==> config.mk <==
export PLATFORM = sky130hd
export DESIGN_NAME = length_prefixed_frame_receiver
export DESIGN_NICKNAME = d
export VERILOG_FILES = /design/src/hw/rtl/lpfr_pkg.sv /design/src/hw/rtl/lpfr_store.sv /design/src/hw/rtl/length_prefixed_frame_receiver.sv
export SDC_FILE = /design/constraint.sdc
export NUM_CORES = 1
export LEC_CHECK = 0
export BUFFER_PORTS_ARGS = -buffer_cell sky130_fd_sc_hd__buf_2
export CORE_MARGIN = 4
export CORE_UTILIZATION = 49
export CTS_BUF_LIST = sky130_fd_sc_hd__clkbuf_2 sky130_fd_sc_hd__clkbuf_4 sky130_fd_sc_hd__clkbuf_8
export DETAILED_ROUTE_END_ITERATION = 6
export SLEW_MARGIN = 10
export SYNTH_ARGS = -nofsm -noshare
export SYNTH_HDL_FRONTEND = slang
export SYNTH_HIERARCHICAL = 1
export SYNTH_SLANG_ARGS = --single-unit
==> constraint.sdc <==
create_clock -name clk -period 9.3 [get_ports clk]
set_input_delay 1.86 -clock clk [delete_from_list [all_inputs] [get_ports clk]]
set_output_delay 1.86 -clock clk [all_outputs]
set_load 0.05 [all_outputs]
==> src/hw/rtl/lpfr_pkg.sv <==
// Shared types and fixed frame-layout constants for the length-prefixed frame receiver.
`timescale 1ns / 1ps
`default_nettype none

package lpfr_pkg;

    typedef logic [7:0] byte_t;

    localparam int unsigned PLEN_W           = 6;
    localparam int unsigned HDR_BYTES        = 8;
    localparam int unsigned LEN_PREFIX_BYTES = 3;

    localparam int unsigned POS_LEN_HI  = 1;
    localparam int unsigned POS_LEN_LO  = 2;
    localparam int unsigned POS_MODULE  = 3;
    localparam int unsigned POS_COMMAND = 5;
    localparam int unsigned POS_PLEN_HI = 6;
    localparam int unsigned POS_PLEN_LO = 7;

    localparam byte_t START_BYTE_RESET = 8'hAB;

endpackage

`default_nettype wire

==> src/hw/rtl/lpfr_store.sv <==
// Frame byte store: one write port and one read port with registered read data.
`timescale 1ns / 1ps
`default_nettype none

module lpfr_store #(
    parameter int DEPTH = 64
) (
    input  wire                         clk,
    input  wire                         we,
    input  wire [$clog2(DEPTH)-1:0]     waddr,
    input  wire lpfr_pkg::byte_t        wdata,
    input  wire                         re,
    input  wire [$clog2(DEPTH)-1:0]     raddr,
    output lpfr_pkg::byte_t             rdata
);

    lpfr_pkg::byte_t mem [DEPTH];
    lpfr_pkg::byte_t rdata_reg;

    always_ff @(posedge clk)
    begin
        if (we)
        begin
            mem[waddr] <= wdata;
        end
    end

    always_ff @(posedge clk)
    begin
        if (re)
        begin
            rdata_reg <= mem[raddr];
        end
    end

    assign rdata = rdata_reg;

endmodule

`default_nettype wire

==> src/hw/rtl/length_prefixed_frame_receiver.sv <==
// Top level of the length-prefixed frame receiver: byte intake, header checks and payload readout.
//
// Channel   Direction  Handshake             Payload
// in        in         in_valid / in_stall   rx_byte
// out       out        out_valid / out_stall module_id, command_id, payload_length,
//                                            payload_byte, byte_valid, last
// cfg       in         cfg_valid / cfg_ready start_byte
//
// One received byte is taken per cycle while a frame is being collected.
// After the completing byte, payload bytes are read back from the frame store
// at one result per cycle while out_stall is low, limited by the single read port; input is stalled
// until the last read has moved into the output register.
// Reset clears the control state and sets the start byte to 0xAB; the store is not cleared.
`timescale 1ns / 1ps
`default_nettype none

module length_prefixed_frame_receiver #(
    parameter int MAX_FRAME_BYTES = 64
) (
    input  wire                          clk,
    input  wire                          rst_n,
    input  wire                          in_valid,
    output logic                         in_stall,
    input  wire lpfr_pkg::byte_t         rx_byte,
    output logic                         out_valid,
    input  wire                          out_stall,
    output lpfr_pkg::byte_t              module_id,
    output lpfr_pkg::byte_t              command_id,
    output logic [lpfr_pkg::PLEN_W-1:0]  payload_length,
    output lpfr_pkg::byte_t              payload_byte,
    output logic                         byte_valid,
    output logic                         last,
    input  wire                          cfg_valid,
    output logic                         cfg_ready,
    input  wire lpfr_pkg::byte_t         start_byte
);

    localparam int HW       = $clog2(MAX_FRAME_BYTES + 1);
    localparam int AW       = $clog2(MAX_FRAME_BYTES);
    localparam int MIN_BODY = lpfr_pkg::HDR_BYTES - lpfr_pkg::LEN_PREFIX_BYTES;
    localparam int MAX_BODY = MAX_FRAME_BYTES - lpfr_pkg::LEN_PREFIX_BYTES;

    localparam logic ST_RX  = 1'b0;
    localparam logic ST_OUT = 1'b1;

    logic                        state_reg, state_next;
    lpfr_pkg::byte_t             start_reg;
    logic [HW-1:0]               held_reg, held_next;
    logic [HW-1:0]               expected_reg, expected_next;
    lpfr_pkg::byte_t             len_hi_reg, mod_reg, cmd_reg, plh_reg, pll_reg;
    logic [HW-1:0]               n_reg, n_next;
    logic [HW-1:0]               rd_cnt_reg, rd_cnt_next;
    logic                        rd_pend_reg, rd_pend_next;
    logic [lpfr_pkg::PLEN_W-1:0] plen_reg, plen_next;
    logic                        empty_reg, empty_next;

    logic                        out_valid_reg;
    lpfr_pkg::byte_t             out_mod_reg, out_cmd_reg, out_byte_reg;
    logic [lpfr_pkg::PLEN_W-1:0] out_plen_reg;
    logic                        out_bv_reg, out_last_reg;

    logic                        in_accept;
    logic [HW-1:0]               held_inc;
    logic [15:0]                 body;
    lpfr_pkg::byte_t             plen_lo;
    logic [8:0]                  plen_end;
    logic                        out_free;
    logic                        consume;
    logic                        rd_en;
    logic [HW:0]                 rd_addr_full;
    lpfr_pkg::byte_t             mem_q;
    logic                        mem_we;

    assign cfg_ready = 1'b1;
    assign in_stall  = (state_reg != ST_RX);
    assign in_accept = in_valid && !in_stall;

    assign held_inc     = held_reg + HW'(1);
    assign body         = {len_hi_reg, rx_byte};
    assign plen_lo      = (held_reg == HW'(lpfr_pkg::POS_PLEN_LO)) ? rx_byte : pll_reg;
    assign plen_end     = 9'(lpfr_pkg::HDR_BYTES) + {1'b0, plen_lo};
    assign mem_we       = in_accept && (held_reg < HW'(MAX_FRAME_BYTES));

    assign out_free     = !out_valid_reg || !out_stall;
    assign consume      = rd_pend_reg && out_free;
    assign rd_en        = (state_reg == ST_OUT) && (rd_cnt_reg < n_reg)
                          && (!rd_pend_reg || consume);
    assign rd_addr_full = (HW + 1)'(lpfr_pkg::HDR_BYTES) + {1'b0, rd_cnt_reg};

    lpfr_store #(
        .DEPTH (MAX_FRAME_BYTES)
    ) u_store (
        .clk   (clk),
        .we    (mem_we),
        .waddr (held_reg[AW-1:0]),
        .wdata (rx_byte),
        .re    (rd_en),
        .raddr (rd_addr_full[AW-1:0]),
        .rdata (mem_q)
    );

    always_comb
    begin
        state_next    = state_reg;
        held_next     = held_reg;
        expected_next = expected_reg;
        n_next        = n_reg;
        rd_cnt_next   = rd_cnt_reg;
        rd_pend_next  = rd_pend_reg;
        plen_next     = plen_reg;
        empty_next    = empty_reg;

        unique case (state_reg)
            ST_RX:
            begin
                if (in_accept)
                begin
                    if (held_reg == '0)
                    begin
                        if (rx_byte == start_reg)
                        begin
                            held_next     = HW'(1);
                            expected_next = HW'(lpfr_pkg::LEN_PREFIX_BYTES);
                        end
                    end
                    else if (held_reg >= HW'(MAX_FRAME_BYTES))
                    begin
                        held_next     = '0;
                        expected_next = '0;
                    end
                    else if (held_reg == HW'(lpfr_pkg::POS_LEN_LO))
                    begin
                        if (body < 16'(MIN_BODY) || body > 16'(MAX_BODY))
                        begin
                            held_next     = '0;
                            expected_next = '0;
                        end
                        else
                        begin
                            held_next     = held_inc;
                            expected_next = HW'(body + 16'(lpfr_pkg::LEN_PREFIX_BYTES));
                        end
                    end
                    else if (held_inc >= expected_reg)
                    begin
                        held_next     = '0;
                        expected_next = '0;
                        if (plh_reg == '0 && plen_end <= 9'(held_inc))
                        begin
                            state_next   = ST_OUT;
                            rd_cnt_next  = '0;
                            rd_pend_next = 1'b0;
                            plen_next    = plen_lo[lpfr_pkg::PLEN_W-1:0];
                            empty_next   = (plen_lo == '0);
                            n_next       = (plen_lo == '0) ? HW'(1) : HW'(plen_lo);
                        end
                    end
                    else
                    begin
                        held_next = held_inc;
                    end
                end
            end
            ST_OUT:
            begin
                if (rd_en)
                begin
                    rd_cnt_next  = rd_cnt_reg + HW'(1);
                    rd_pend_next = 1'b1;
                end
                else if (consume)
                begin
                    rd_pend_next = 1'b0;
                end
                if (consume && rd_cnt_reg == n_reg)
                begin
                    state_next = ST_RX;
                end
            end
            default:
            begin
                state_next = ST_RX;
            end
        endcase
    end

    always_ff @(posedge clk or negedge rst_n)
    begin
        if (!rst_n)
        begin
            state_reg     <= ST_RX;
            start_reg     <= lpfr_pkg::START_BYTE_RESET;
            held_reg      <= '0;
            expected_reg  <= '0;
            n_reg         <= '0;
            rd_cnt_reg    <= '0;
            rd_pend_reg   <= 1'b0;
            out_valid_reg <= 1'b0;
        end
        else
        begin
            state_reg    <= state_next;
            held_reg     <= held_next;
            expected_reg <= expected_next;
            n_reg        <= n_next;
            rd_cnt_reg   <= rd_cnt_next;
            rd_pend_reg  <= rd_pend_next;
            if (cfg_valid && cfg_ready)
            begin
                start_reg <= start_byte;
            end
            if (consume)
            begin
                out_valid_reg <= 1'b1;
            end
            else if (!out_stall)
            begin
                out_valid_reg <= 1'b0;
            end
        end
    end

    always_ff @(posedge clk)
    begin
        plen_reg  <= plen_next;
        empty_reg <= empty_next;
        if (mem_we)
        begin
            case (held_reg)
                HW'(lpfr_pkg::POS_LEN_HI):  len_hi_reg <= rx_byte;
                HW'(lpfr_pkg::POS_MODULE):  mod_reg    <= rx_byte;
                HW'(lpfr_pkg::POS_COMMAND): cmd_reg    <= rx_byte;
                HW'(lpfr_pkg::POS_PLEN_HI): plh_reg    <= rx_byte;
                HW'(lpfr_pkg::POS_PLEN_LO): pll_reg    <= rx_byte;
                default:
                begin
                end
            endcase
        end
        if (consume)
        begin
            out_mod_reg  <= mod_reg;
            out_cmd_reg  <= cmd_reg;
            out_plen_reg <= plen_reg;
            out_byte_reg <= empty_reg ? 8'h00 : mem_q;
            out_bv_reg   <= !empty_reg;
            out_last_reg <= (rd_cnt_reg == n_reg);
        end
    end

    assign out_valid      = out_valid_reg;
    assign module_id      = out_mod_reg;
    assign command_id     = out_cmd_reg;
    assign payload_length = out_plen_reg;
    assign payload_byte   = out_byte_reg;
    assign byte_valid     = out_bv_reg;
    assign last           = out_last_reg;

endmodule

`default_nettype wire

# Word-level counts from Yosys, hierarchy flattened
# Memory sizes are Yosys's and may differ from the RTL's. A register that Yosys moved wholly into a read port is not among the register bits.
# Index checks and enable logic that the tools add are counted.
# word_totals
regBits,118
rom_bits,0
output_inout_bits,35
mem_count,1
elab_cells,127
ramBits,512
latch_bits,0
# mem_list
name,depth,width,read_ports,rd_ports_with_merged_regs,wr,line_no,source
u_store.mem,64,8,1,1,1,lpfr_store.sv:17,lpfr_pkg::byte_t mem [DEPTH];
# op_classes
reduce_logical,28
order_cmp,7
bitwise_logic,4
muxes,43
addsub,5
shift,0
n_mul,0
n_eq_ne,18
n_div,0
# op_table
operator,n
7-bit two-way mux,20
7-bit by 3-bit equality test with 1-bit output (second input constant),3
7-bit AND reduction,3
1-bit two-way mux,19
16-bit by 6-bit greater-than comparator with 1-bit output (second input constant),1
8-bit zero test,2
16-bit by 3-bit less-than comparator with 1-bit output (second input constant),1
7-bit by 1-bit adder with 7-bit output (second input constant),2
7-bit by 2-bit equality test with 1-bit output (second input constant),2
7-bit case mux with 2 select lines,1
2-bit inequality test (second input constant),6
4-bit by 8-bit adder with 9-bit output (first input constant),1
9-bit by 7-bit less-or-equal comparator with 1-bit output,1
8-bit equality test,1
8-bit two-way mux,1
2-bit AND reduction,4
7-bit by 2-bit adder with 7-bit output (second input constant),1
7-bit by 1-bit equality test with 1-bit output (second input constant),1
7-bit equality test,1
7-bit >= comparator,1
7-bit >= comparator (second input constant),1
1-bit logical AND,7
7-bit zero test,1
7-bit less-than comparator,1
other kinds (11),23

# Longest topological paths before layout
# Gate-level depths: netlist of run 1.
# depth
depth_word,12
depth_mapped,15
depth_no_buf,14

# By module
# The synthesis of run 1 kept the hierarchy.
# by_module_without_submodules
mod,cells_each,area_each_um2,seq_area_each_um2,n_inst
lpfr_store,940,20241.9,15615.0,1
length_prefixed_frame_receiver,426,5470.2,3354.5,1

# Worst setup path after synthesis of run 1
# No wires, ideal clock.
# synth_timing
kind,input port to flip-flop
from,in in_valid
to,mem u_store/mem[33][0] (netlist bit) (enable)
arrival_time_ps,4067
n_path_buf,0
stages,3
required_ps,8917
slack_ps,4849
cell_sequence,nor3b_1 nand4_1 nor3_1
# synth_via
elab_chain_len,4
# synth_lines
element,line_no,source
"start, declared",length_prefixed_frame_receiver.sv:22,"input wire in_valid,"
1-bit logical AND,length_prefixed_frame_receiver.sv:76,assign in_accept = in_valid && !in_stall;
1-bit logical AND,length_prefixed_frame_receiver.sv:82,assign mem_we = in_accept && (held_reg < HW'(MAX_FRAME_BYTES));
1-bit two-way mux,lpfr_store.sv:22,if (we)
1-bit two-way mux (not written as such),lpfr_store.sv:24,mem[waddr] <= wdata;
"end, declared",lpfr_store.sv:17,
# No other way between the ends.

# Final worst setup path of run 1
# layout_timing
from,in rx_byte[3]
to,reg n_reg[4]
# layout_via
elab_chain_len,5
# layout_lines
element,line_no,source
"start, declared",length_prefixed_frame_receiver.sv:24,"input wire lpfr_pkg::byte_t rx_byte,"
8-bit two-way mux *,n/a,
4-bit by 8-bit adder with 9-bit output,length_prefixed_frame_receiver.sv:81,"assign plen_end = 9'(lpfr_pkg::HDR_BYTES) + {1'b0, plen_lo};"
9-bit by 7-bit less-or-equal comparator with 1-bit output,length_prefixed_frame_receiver.sv:148,if (plh_reg == '0 && plen_end <= 9'(held_inc))
1-bit logical AND,length_prefixed_frame_receiver.sv:148,
7-bit AND reduction (no line),n/a,
"end signal, assigned",length_prefixed_frame_receiver.sv:205,n_reg <= n_next;
"end, declared",length_prefixed_frame_receiver.sv:51,"logic [HW-1:0] n_reg, n_next;"
# Mark *: on every way between the ends. The rest lies on a longest branch, timed or not.
# A chain may end at the register's enable or synchronous reset.

==> results of run 1 <==
==> worst max-delay path, cell delays in order <==
cell and delay [ns]:
buf_2 0.08, buf_4 0.59, nand2_1 0.28, nor2_1 0.16, a31oi_1 0.06, nor2_1 0.13
xor2_1 0.18, ha_1 0.28, a211oi_1 0.22, o21ai_0 0.11, o221ai_1 0.22, and3_4 0.24
nor2b_4 0.34, mux2_4 0.33
==> metal layers <==
layer  share of wire [%]  up-vias  routed length [µm]
li1                    -     5761                   -
met2                  49      427               28900
met5                   0        -                   0
met1                  43     6991               25300
met4                 2.3        0                1350
met3                 6.2       96                3700
==> metrics by stage <==
step | setup slack (ns) | utilization [%] | power, µW
4_1_cts | 4.86 | 55.5 | 6860
5_1_grt | 4.58 | 55.5 | 7070
3_3_place_gp | 4.15 | 51.7 | 4520
3_5_place_dp | 4.08 | 51.7 | 4530
6_report | 4.76 | 55.5 | 6770
2_1_floorplan | 4.85 | - | 4240
==> cells by family after synthesis <==
group | synth area share [%]
xor+xnor | 0.647
simple gates | 5.47
mux | 13.7
fa+ha+maj | 1.46
buf+inv | 1.84
flops | 73.8
other cells | 0.0146
compound gates | 3.10
==> power by group <==
part           leakage (µW)  internal (µW)  total (µW)  switching, µW
logic               0.00230            460        1120            659
registers           0.00590           3250        3340           85.2
clock network       0.00104           1240        2320           1080
total               0.00923           4950        6770           1820
==> cell type report <==
cell class                      instances  area, µm²  share of cell area [%]
Multi-Input combinational cell        639       6270                    21.9
Clock buffer                          128       1590                    5.56
Inverter                               29        109                   0.380
Tap cell                              680        851                    2.97
Antenna cell                            2       5.00                  0.0175
Timing Repair Buffer                   78        463                    1.62
Sequential cell                       638      19000                    66.2
Clock inverter                         59        382                    1.33
==> layout by cell type (no fill, tap or decap), types with 10 or more instances in the layout <==
master    synthesis  final
buf_2            14     54
buf_4            12     23
clkbuf_4          0     27
clkbuf_8          0    101
clkinv_1          0     37
clkinv_2          0     12
dfrtp_1          34     31
edfxtp_1        599    599
ha_1             30     30
inv_1            29     28
mux2_2           29     29
mux2i_1          28     28
mux4_2          126    126
nand2_1          63     63
nand2b_1         11     11
nand3_1          30     30
nand4_1          10     10
nor2_1          106    106
nor2b_1          28     28
nor3_1           13     13
o21ai_0          16     16
xnor2_1          12     12
==> final timing paths <==
kind | to | cells after the start | startpoint
max | n_reg[4]$_DFFE_PN0P_ | 14 | rx_byte[3]
min | payload_length[0]$_DFFE_PP_ | 0 | plen_reg[0]$_DFFE_PP_
max reg2reg | n_reg[4]$_DFFE_PN0P_ | 12 | held_reg[5]$_DFFE_PN0P_
min reg2reg | payload_length[0]$_DFFE_PP_ | 0 | plen_reg[0]$_DFFE_PP_
max in group asynchronous | rd_cnt_reg[1]$_DFFE_PN0P_ | 1 | rst_n
min in group asynchronous | start_reg[6]$_DFFE_PN0P_ | 1 | rst_n
==> impl_metrics.csv, run 1 <==
group,metric,value,unit
critical_path,cp-start-kind,"input pin",
floorplan,die_area,0.0562,mm²
clocking,cts_hold_buf,0,
clocking,cts_sinks,638,
global_routing,overflow,0,
clocking,postCtsSetupRepairBufs,0,
logic_synthesis,syn_nets,1417,
drt,drcViolationCount,0,
floorplan,die_w,237,µm
sta,hold_viol_final,0,
floorplan,initial_core_util,49.8,%
critical_path,critPathMaxFanout,75,
floorplan,core_area,0.0516,mm²
run,drv_cap,0,
floorplan,chipHeight,237,µm
logic_synthesis,yosysTopAreaCellShare,70.0,%
worst_hold_path,hp-class,"reg2reg",
sta,setup_viol,0,
logic_synthesis,synth-main-ff-cell,"edfxtp_1",
logic_synthesis,yosysSeqAreaShare,73.8,%
logic_synthesis,synth-edff-count,599,
cells_and_area,largest_reg_flops,512,
sta,rsz0062_at_grt,"false",
drt,vias_per_cell,5.89,
drt,vias,13275,
sta,fin_crit,4.54,ns
global_routing,grt_busiest_layer,"met2",
global_routing,grtUsageMet1,30.2,%
sta,worst_slew_pin_slew,1.10,ns
status,status,"complete, no violations",
cells_and_area,fill_cells,4006,
drt,drt-total-wl,59.2,mm
critical_path,worstPathArrival,5.12,ns
drt,antenna_left,0,
global_routing,grt_util_met2,33.8,%
drt,drtIter0Drc,1210,
placement,io_buffers,54,
sta,setup_tns,0,ns
logic_synthesis,synth_common_cells,"edfxtp_1 (599), mux4_2 (126), nor2_1 (106)",
clocking,cts_tree,"yes",
drt,wl_per_cell,26.3,µm
global_routing,grt_first_pass_wirelength,88.3,mm
critical_path,required,9.88,ns
cells_and_area,final_cell_count_no_fill,2253,
global_routing,grt_max_degree,87,
logic_synthesis,ys_ff_latch,638,
logic_synthesis,yosysMostFrequentCell,"edfxtp_1",
cells_and_area,final_area,0.0287,mm²
floorplan,ios,56,
logic_synthesis,synth_top_area_cell,"edfxtp_1",
global_routing,use_met3,4.57,%
clocking,clkLatencyLatePin,0.70,ns
logic_synthesis,netlist_instances,1366,
cells_and_area,top_register,"u_store/mem",
placement,postPlaceCellArea,0.0267,mm²
sta,slew_violations,0,
cells_and_area,nNetsFinal,1538,
logic_synthesis,synth.distinct_cells,65,
pwr,peakVddDrop,0.000237,V
sta,fin_skew,0.0225,ns
logic_synthesis,synth_warnings,6,
clocking,numCtsBuffers,101,
clocking,clkTransAtPathRegs,0.06,ns
cells_and_area,drive_above_1_share,25.9,%
clocking,cts_buffer_depth,3,
floorplan,rows,83,
logic_synthesis,syn_area_per_cell,18.8,µm²
cells_and_area,syn2layout_area_growth,11.4,%
global_routing,grtUsageTotal,21.3,%
placement,gp_congestion,0.838,
sta,slew-limit-headroom,26.7,%
logic_synthesis,syn_area,0.0257,mm²
critical_path,ff2ff_setup_slack,5.02,ns
critical_path,path_class,"in2reg",
global_routing,grt_pass1_vias,13377,
clocking,ctsHtreeMaxLevel,3,
sta,hold-worst-slack,0.414,ns
placement,dpl.hpwl,35.9,mm
logic_synthesis,yosys-top-cells-area,"edfxtp_1 (70%), mux4_2 (11%), dfrtp_1 (3.3%), nor2_1 (1.5%), ha_1 (1.5%)",
clocking,root_buffer,"clkbuf_8",
clocking,cts_resized,0,
pwr,power_density,236,mW/mm²
drt,first_pass_iters,5,
sta,timing.final.crit_share,48.8,%
placement,dp_cells,2064,
pwr,p_leak,0.00923,µW
global_routing,antenna_found_initial,1,
logic_synthesis,async_reset_ff_share,6.11,%
critical_path,crit_path_end_kind,"register",
sta,timing.fmax,220,MHz
(Power assumes the default switching activity.)
==> inputs of run 2 (changes only) <==
==> constraint.sdc (replaced) <==
create_clock -name clk -period 4.3 [get_ports clk]
set_input_delay 0.86 -clock clk [delete_from_list [all_inputs] [get_ports clk]]
set_output_delay 0.86 -clock clk [all_outputs]
set_load 0.05 [all_outputs]
==> run 2 against run 1 <==
Combinational power grew 120%. Non-clock buffer count grew 59. Routed wire length shrank 1.0%. Core utilization grew 0.90 points. Register-to-register slack lost 4.7 ns. Global-route usage shrank 0.35 points.
==> impl_metrics.csv, run 2 (same netlist as run 1, synthesis figures left out) <==
group,metric,value,unit
sta,setup_tns,0,ns
cells_and_area,syn2layout_area_growth,13.3,%
sta,fin_skew,0.0215,ns
clocking,cts_tree,"yes",
cells_and_area,layout_common_cells,"edfxtp_1 (599), mux4_2 (126), nor2_1 (106)",
floorplan,die_area,0.0562,mm²
clocking,cts_buffer_depth,3,
placement,gp_congestion,0.845,
status,status,"complete, no violations",
floorplan,die_w,237,µm
drt,wl_per_cell,25.5,µm
cells_and_area,final_cell_count_no_fill,2301,
global_routing,grt_max_degree,75,
sta,timing.fmax,252,MHz
floorplan,rows,83,
drt,vias_per_cell,5.77,
cells_and_area,top_register,"u_store/mem",
clocking,postCtsSetupRepairBufs,0,
floorplan,ios,56,
clocking,clkTransAtPathRegs,0.06,ns
global_routing,grt_first_pass_wirelength,87.1,mm
global_routing,overflow,0,
placement,io_buffers,54,
pwr,power_density,504,mW/mm²
critical_path,critPathMaxFanout,15,
clocking,ctsHtreeMaxLevel,3,
cells_and_area,drive_above_1_share,29.1,%
drt,first_pass_iters,5,
critical_path,path_class,"reg2reg",
floorplan,chipHeight,237,µm
drt,drcViolationCount,0,
cells_and_area,nNetsFinal,1596,
clocking,clkLatencyLatePin,0.68,ns
critical_path,worstPathArrival,4.51,ns
sta,rsz0062_at_grt,"false",
cells_and_area,mostFrequentLayoutCell,"edfxtp_1",
pwr,peakVddDrop,0.000293,V
cells_and_area,largest_reg_flops,512,
pwr,p_leak,0.00956,µW
sta,setup_viol,0,
critical_path,required,4.85,ns
sta,worst_slew_pin_slew,0.961,ns
placement,dp_cells,2123,
sta,slew-limit-headroom,36.0,%
drt,drtIter0Drc,1282,
drt,antenna_left,0,
critical_path,crit_path_end_kind,"register",
run,drv_cap,0,
drt,vias,13268,
sta,fin_crit,3.96,ns
cells_and_area,fill_cells,3947,
global_routing,antenna_found_initial,3,
clocking,root_buffer,"clkbuf_8",
critical_path,cp-start-kind,"register",
cells_and_area,multiInputGateArea,0.00627,mm²
worst_hold_path,hp-class,"in2async",
clocking,numCtsBuffers,100,
sta,hold_viol_final,0,
clocking,cts_hold_buf,0,
clocking,cts_sinks,638,
sta,timing.final.crit_share,92.1,%
placement,dpl.hpwl,37.1,mm
global_routing,grt_pass1_vias,13451,
global_routing,grtUsageTotal,21.0,%
clocking,cts_resized,0,
floorplan,core_area,0.0516,mm²
sta,slew_violations,0,
cells_and_area,seq_area,0.0190,mm²
drt,drt-total-wl,58.6,mm
floorplan,initial_core_util,49.8,%
run 2: cell types whose count changed in the layout (fill, tap and decap cells not counted), sizes merged:
| cell | previous run | this run |
|---|---|---|
| buf | 78 | 137 |
| inv | 33 | 29 |
| clkbuf | 128 | 142 |
| clkinvlp | 2 | 1 |
| clkinv | 49 | 30 |
| bufinv | 4 | 3 |
run 2: layout make-up:
class                   instances  share of cell area, %
multi-input cells             639                   21.5
repair buffers                137                   3.28
clock buffers                 142                   5.87
flip-flops and latches        638                   65.2
well taps                     680                   2.92
diodes                          2                 0.0172
inverters                      29                  0.374
clock inverters                34                  0.816
run 2: critical path, stage by stage, from the launching register on:
cell and delay, ns:
dfrtp_1 0.54, nor4_1 0.40, nand3_1 0.42, nand2_1 0.20
nand2_1 0.13, ha_1 0.29, xnor2_1 0.16, ha_1 0.22
a211oi_1 0.20, o21ai_0 0.11, o221ai_1 0.25, and3_4 0.24
nor2b_4 0.34, mux2_4 0.33
run 2: power by group:
group	total [µW]	switching (µW)	leakage, µW	internal [µW]
sequential	7210	173	0.00590	7030
combinational	2510	1450	0.00263	1060
clock	4980	2250	0.00104	2730
run 2: stage by stage:
| step | hold WS [ns] | setup slack, ns | utilization, % | area [µm²] | power [µW] |
|---|---|---|---|---|---|
| after floorplan | 0.400 | 0.782 | - | 25700 | 9160 |
| after global placement | 0.404 | 0.456 | 52.6 | 27200 | 9870 |
| after detailed placement | 0.405 | 0.406 | 52.6 | 27200 | 9880 |
| after CTS | 0.297 | 0.390 | 56.4 | 29100 | 14900 |
| after global routing | 0.366 | 0.0695 | 56.4 | 29100 | 15400 |
| final | 0.323 | 0.340 | 56.4 | 29100 | 14700 |
run 2: worst paths after layout:
kind                                              start                        end  slack, ns  cells after the start
worst min register to register     mod_reg[0]$_DFFE_PP_     module_id[0]$_DFFE_PP_       0.42                      0
min in group clk                          start_byte[2]   start_reg[2]$_DFFE_PN0P_       0.42                      2
max in group asynchronous                         rst_n  rd_cnt_reg[1]$_DFFE_PN0P_       3.25                      1
worst max-delay path            held_reg[5]$_DFFE_PN0P_       n_reg[2]$_DFFE_PN0P_       0.34                     13
worst max register to register  held_reg[5]$_DFFE_PN0P_       n_reg[2]$_DFFE_PN0P_       0.34                     13
worst min-delay path                              rst_n   start_reg[2]$_DFFE_PN0P_       0.32                      1
run 2: metal layers:
layer,global-route usage [%],share of wire [%]
met4,8.42,3.3
met5,0,0
met1,28.9,42
met3,4.55,5.9
met2,32.9,48
==> inputs of run 3 (changes only) <==
==> constraint.sdc (replaced) <==
create_clock -name clk -period 4.4 [get_ports clk]
set_input_delay 0.88 -clock clk [delete_from_list [all_inputs] [get_ports clk]]
set_output_delay 0.88 -clock clk [all_outputs]
set_load 0.05 [all_outputs]
==> run 3 against run 2 <==
Register-to-register slack improved by 0.09 ns. Critical path type unchanged. Via count rose by 0.74%. Largest power group unchanged. Clock skew rose by 0.012 ns. Flip-flop and latch count did not move. Core utilization rose by 0.21 points. Critical endpoint is now n_reg[1]$_DFFE_PN0P_. Global-route usage rose by 0.45 points. Non-clock buffer count rose by 4. Sequential power fell by 2%.
==> impl_metrics.csv, run 3 (same netlist as run 1, synthesis figures left out) <==
group,metric,value,unit
cells_and_area,top_register,"u_store/mem",
floorplan,die_area,0.0562,mm²
clocking,cts_sinks,638,
cells_and_area,nNetsFinal,1601,
sta,slew_violations,0,
cells_and_area,multiInputGateArea,0.00627,mm²
cells_and_area,mostFrequentLayoutCell,"edfxtp_1",
drt,first_pass_iters,5,
critical_path,crit_path_end_kind,"register",
status,status,"complete, no violations",
floorplan,rows,83,
global_routing,grt_first_pass_wirelength,89.8,mm
drt,drtIter0Drc,1123,
floorplan,ios,56,
sta,fin_crit,3.97,ns
sta,slew-limit-headroom,33.5,%
sta,hold_viol_final,0,
floorplan,die_w,237,µm
drt,drt-total-wl,59.8,mm
clocking,ctsHtreeMaxLevel,3,
cells_and_area,seq_area,0.0190,mm²
cells_and_area,largest_reg_flops,512,
critical_path,cp-start-kind,"register",
cells_and_area,drive_above_1_share,29.6,%
clocking,clkLatencyLatePin,0.69,ns
global_routing,grtUsageTotal,21.4,%
drt,vias_per_cell,5.79,
pwr,power_density,500,mW/mm²
worst_hold_path,hp-class,"in2async",
clocking,cts_hold_buf,0,
sta,timing.fmax,252,MHz
floorplan,chipHeight,237,µm
sta,timing.final.crit_share,90.1,%
sta,worst_slew_pin_slew,0.990,ns
placement,gp_congestion,0.836,
pwr,peakVddDrop,0.000272,V
drt,antenna_left,0,
run,drv_cap,0,
clocking,postCtsSetupRepairBufs,0,
sta,fin_skew,0.0333,ns
critical_path,crit_start,"held_reg[5]$_DFFE_PN0P_",
global_routing,grt_max_degree,69,
clocking,cts_buffer_depth,3,
floorplan,initial_core_util,49.8,%
clocking,root_buffer,"clkbuf_8",
sta,rsz0062_at_grt,"false",
placement,dpl.hpwl,38.5,mm
critical_path,worstPathArrival,4.54,ns
critical_path,path_class,"reg2reg",
placement,pre_cts_slack,0.501,ns
critical_path,reg2reg_from,"held_reg[5]$_DFFE_PN0P_",
global_routing,grt_pass1_vias,13777,
global_routing,antenna_found_initial,0,
global_routing,overflow,0,
critical_path,critPathMaxFanout,15,
clocking,cts_resized,0,
drt,drcViolationCount,0,
sta,fin_ws,0.435,ns
cells_and_area,n_antenna_cell,0,
clocking,clkTransAtPathRegs,0.07,ns
sta,setup_viol,0,
cells_and_area,layout_common_cells,"edfxtp_1 (599), mux4_2 (126), nor2_1 (106)",
critical_path,ff2ff_setup_slack,0.43,ns
critical_path,required,4.97,ns
pwr,p_leak,0.00962,µW
drt,vias,13366,
floorplan,core_area,0.0516,mm²
sta,setup_tns,0,ns
clocking,numCtsBuffers,101,
cells_and_area,syn2layout_area_growth,13.7,%
drt,wl_per_cell,25.9,µm
placement,io_buffers,54,
cells_and_area,fill_cells,3948,
clocking,cts_tree,"yes",
run 3: cell types whose count changed in the layout (fill, tap and decap cells not counted), sizes merged, moves of 3 or more:
| cell | previous run | this run |
|---|---|---|
| clkinvlp | 1 | 4 |
| clkbuf | 142 | 138 |
| bufinv | 3 | 6 |
| buf | 137 | 141 |
| inv | 29 | 32 |
run 3: worst max-delay path: stages (launching register included):
cell and delay [ns]:
dfrtp_1 0.54, or4_4 0.68, nor2_1 0.30, nand2_1 0.09
nand2_1 0.15, ha_1 0.28, xnor2_1 0.11, ha_1 0.22
a211oi_1 0.18, o21ai_0 0.12, o221ai_1 0.27, and3_4 0.24
nor2b_4 0.33, mux2_4 0.33
run 3: final timing paths:
check / to / cells past startpoint
min in group clk: module_id[1]$_DFFE_PP_ / 0
max: n_reg[1]$_DFFE_PN0P_ / 13
max reg2reg: n_reg[1]$_DFFE_PN0P_ / 13
min: expected_reg[4]$_DFFE_PN0P_ / 1
min reg2reg: module_id[1]$_DFFE_PP_ / 0
max in group asynchronous: rd_cnt_reg[1]$_DFFE_PN0P_ / 1
run 3: final cells by class:
cell class,instances,share of cell area [%]
clock buffers,138,5.73
clock inverters,45,1.31
inverters,29,0.372
multi-input cells,639,21.5
flip-flops and latches,638,64.9
well taps,680,2.91
repair buffers,141,3.29
run 3: where the power goes:
group          leakage (µW)  internal [µW]  switching [µW]  total [µW]
logic               0.00264           1040            1380        2410
clock network       0.00108           2830            2280        5110
registers           0.00590           6870             218        7090
run 3: through the flow:
| step | hold slack (ns) | std cells | util (%) | total power [µW] | area (µm²) |
|---|---|---|---|---|---|
| floorplan | 0.400 | 1366 | - | 8950 | 25700 |
| global placement | 0.402 | 2127 | 52.7 | 9640 | 27200 |
| detailed placement | 0.405 | 2127 | 52.7 | 9660 | 27200 |
| CTS | 0.302 | 2310 | 56.6 | 14800 | 29200 |
| global route | 0.370 | 2310 | 56.6 | 15200 | 29200 |
| finish | 0.318 | 2310 | 56.6 | 14600 | 29200 |
run 3: routing by layer:
metal	global-route usage (%)	wire (µm)	part of all wire, %
met5	0	0	0
met4	6.14	1160	1.9
met3	3.86	3330	5.6
met2	34.7	29500	49
met1	30.2	25800	43
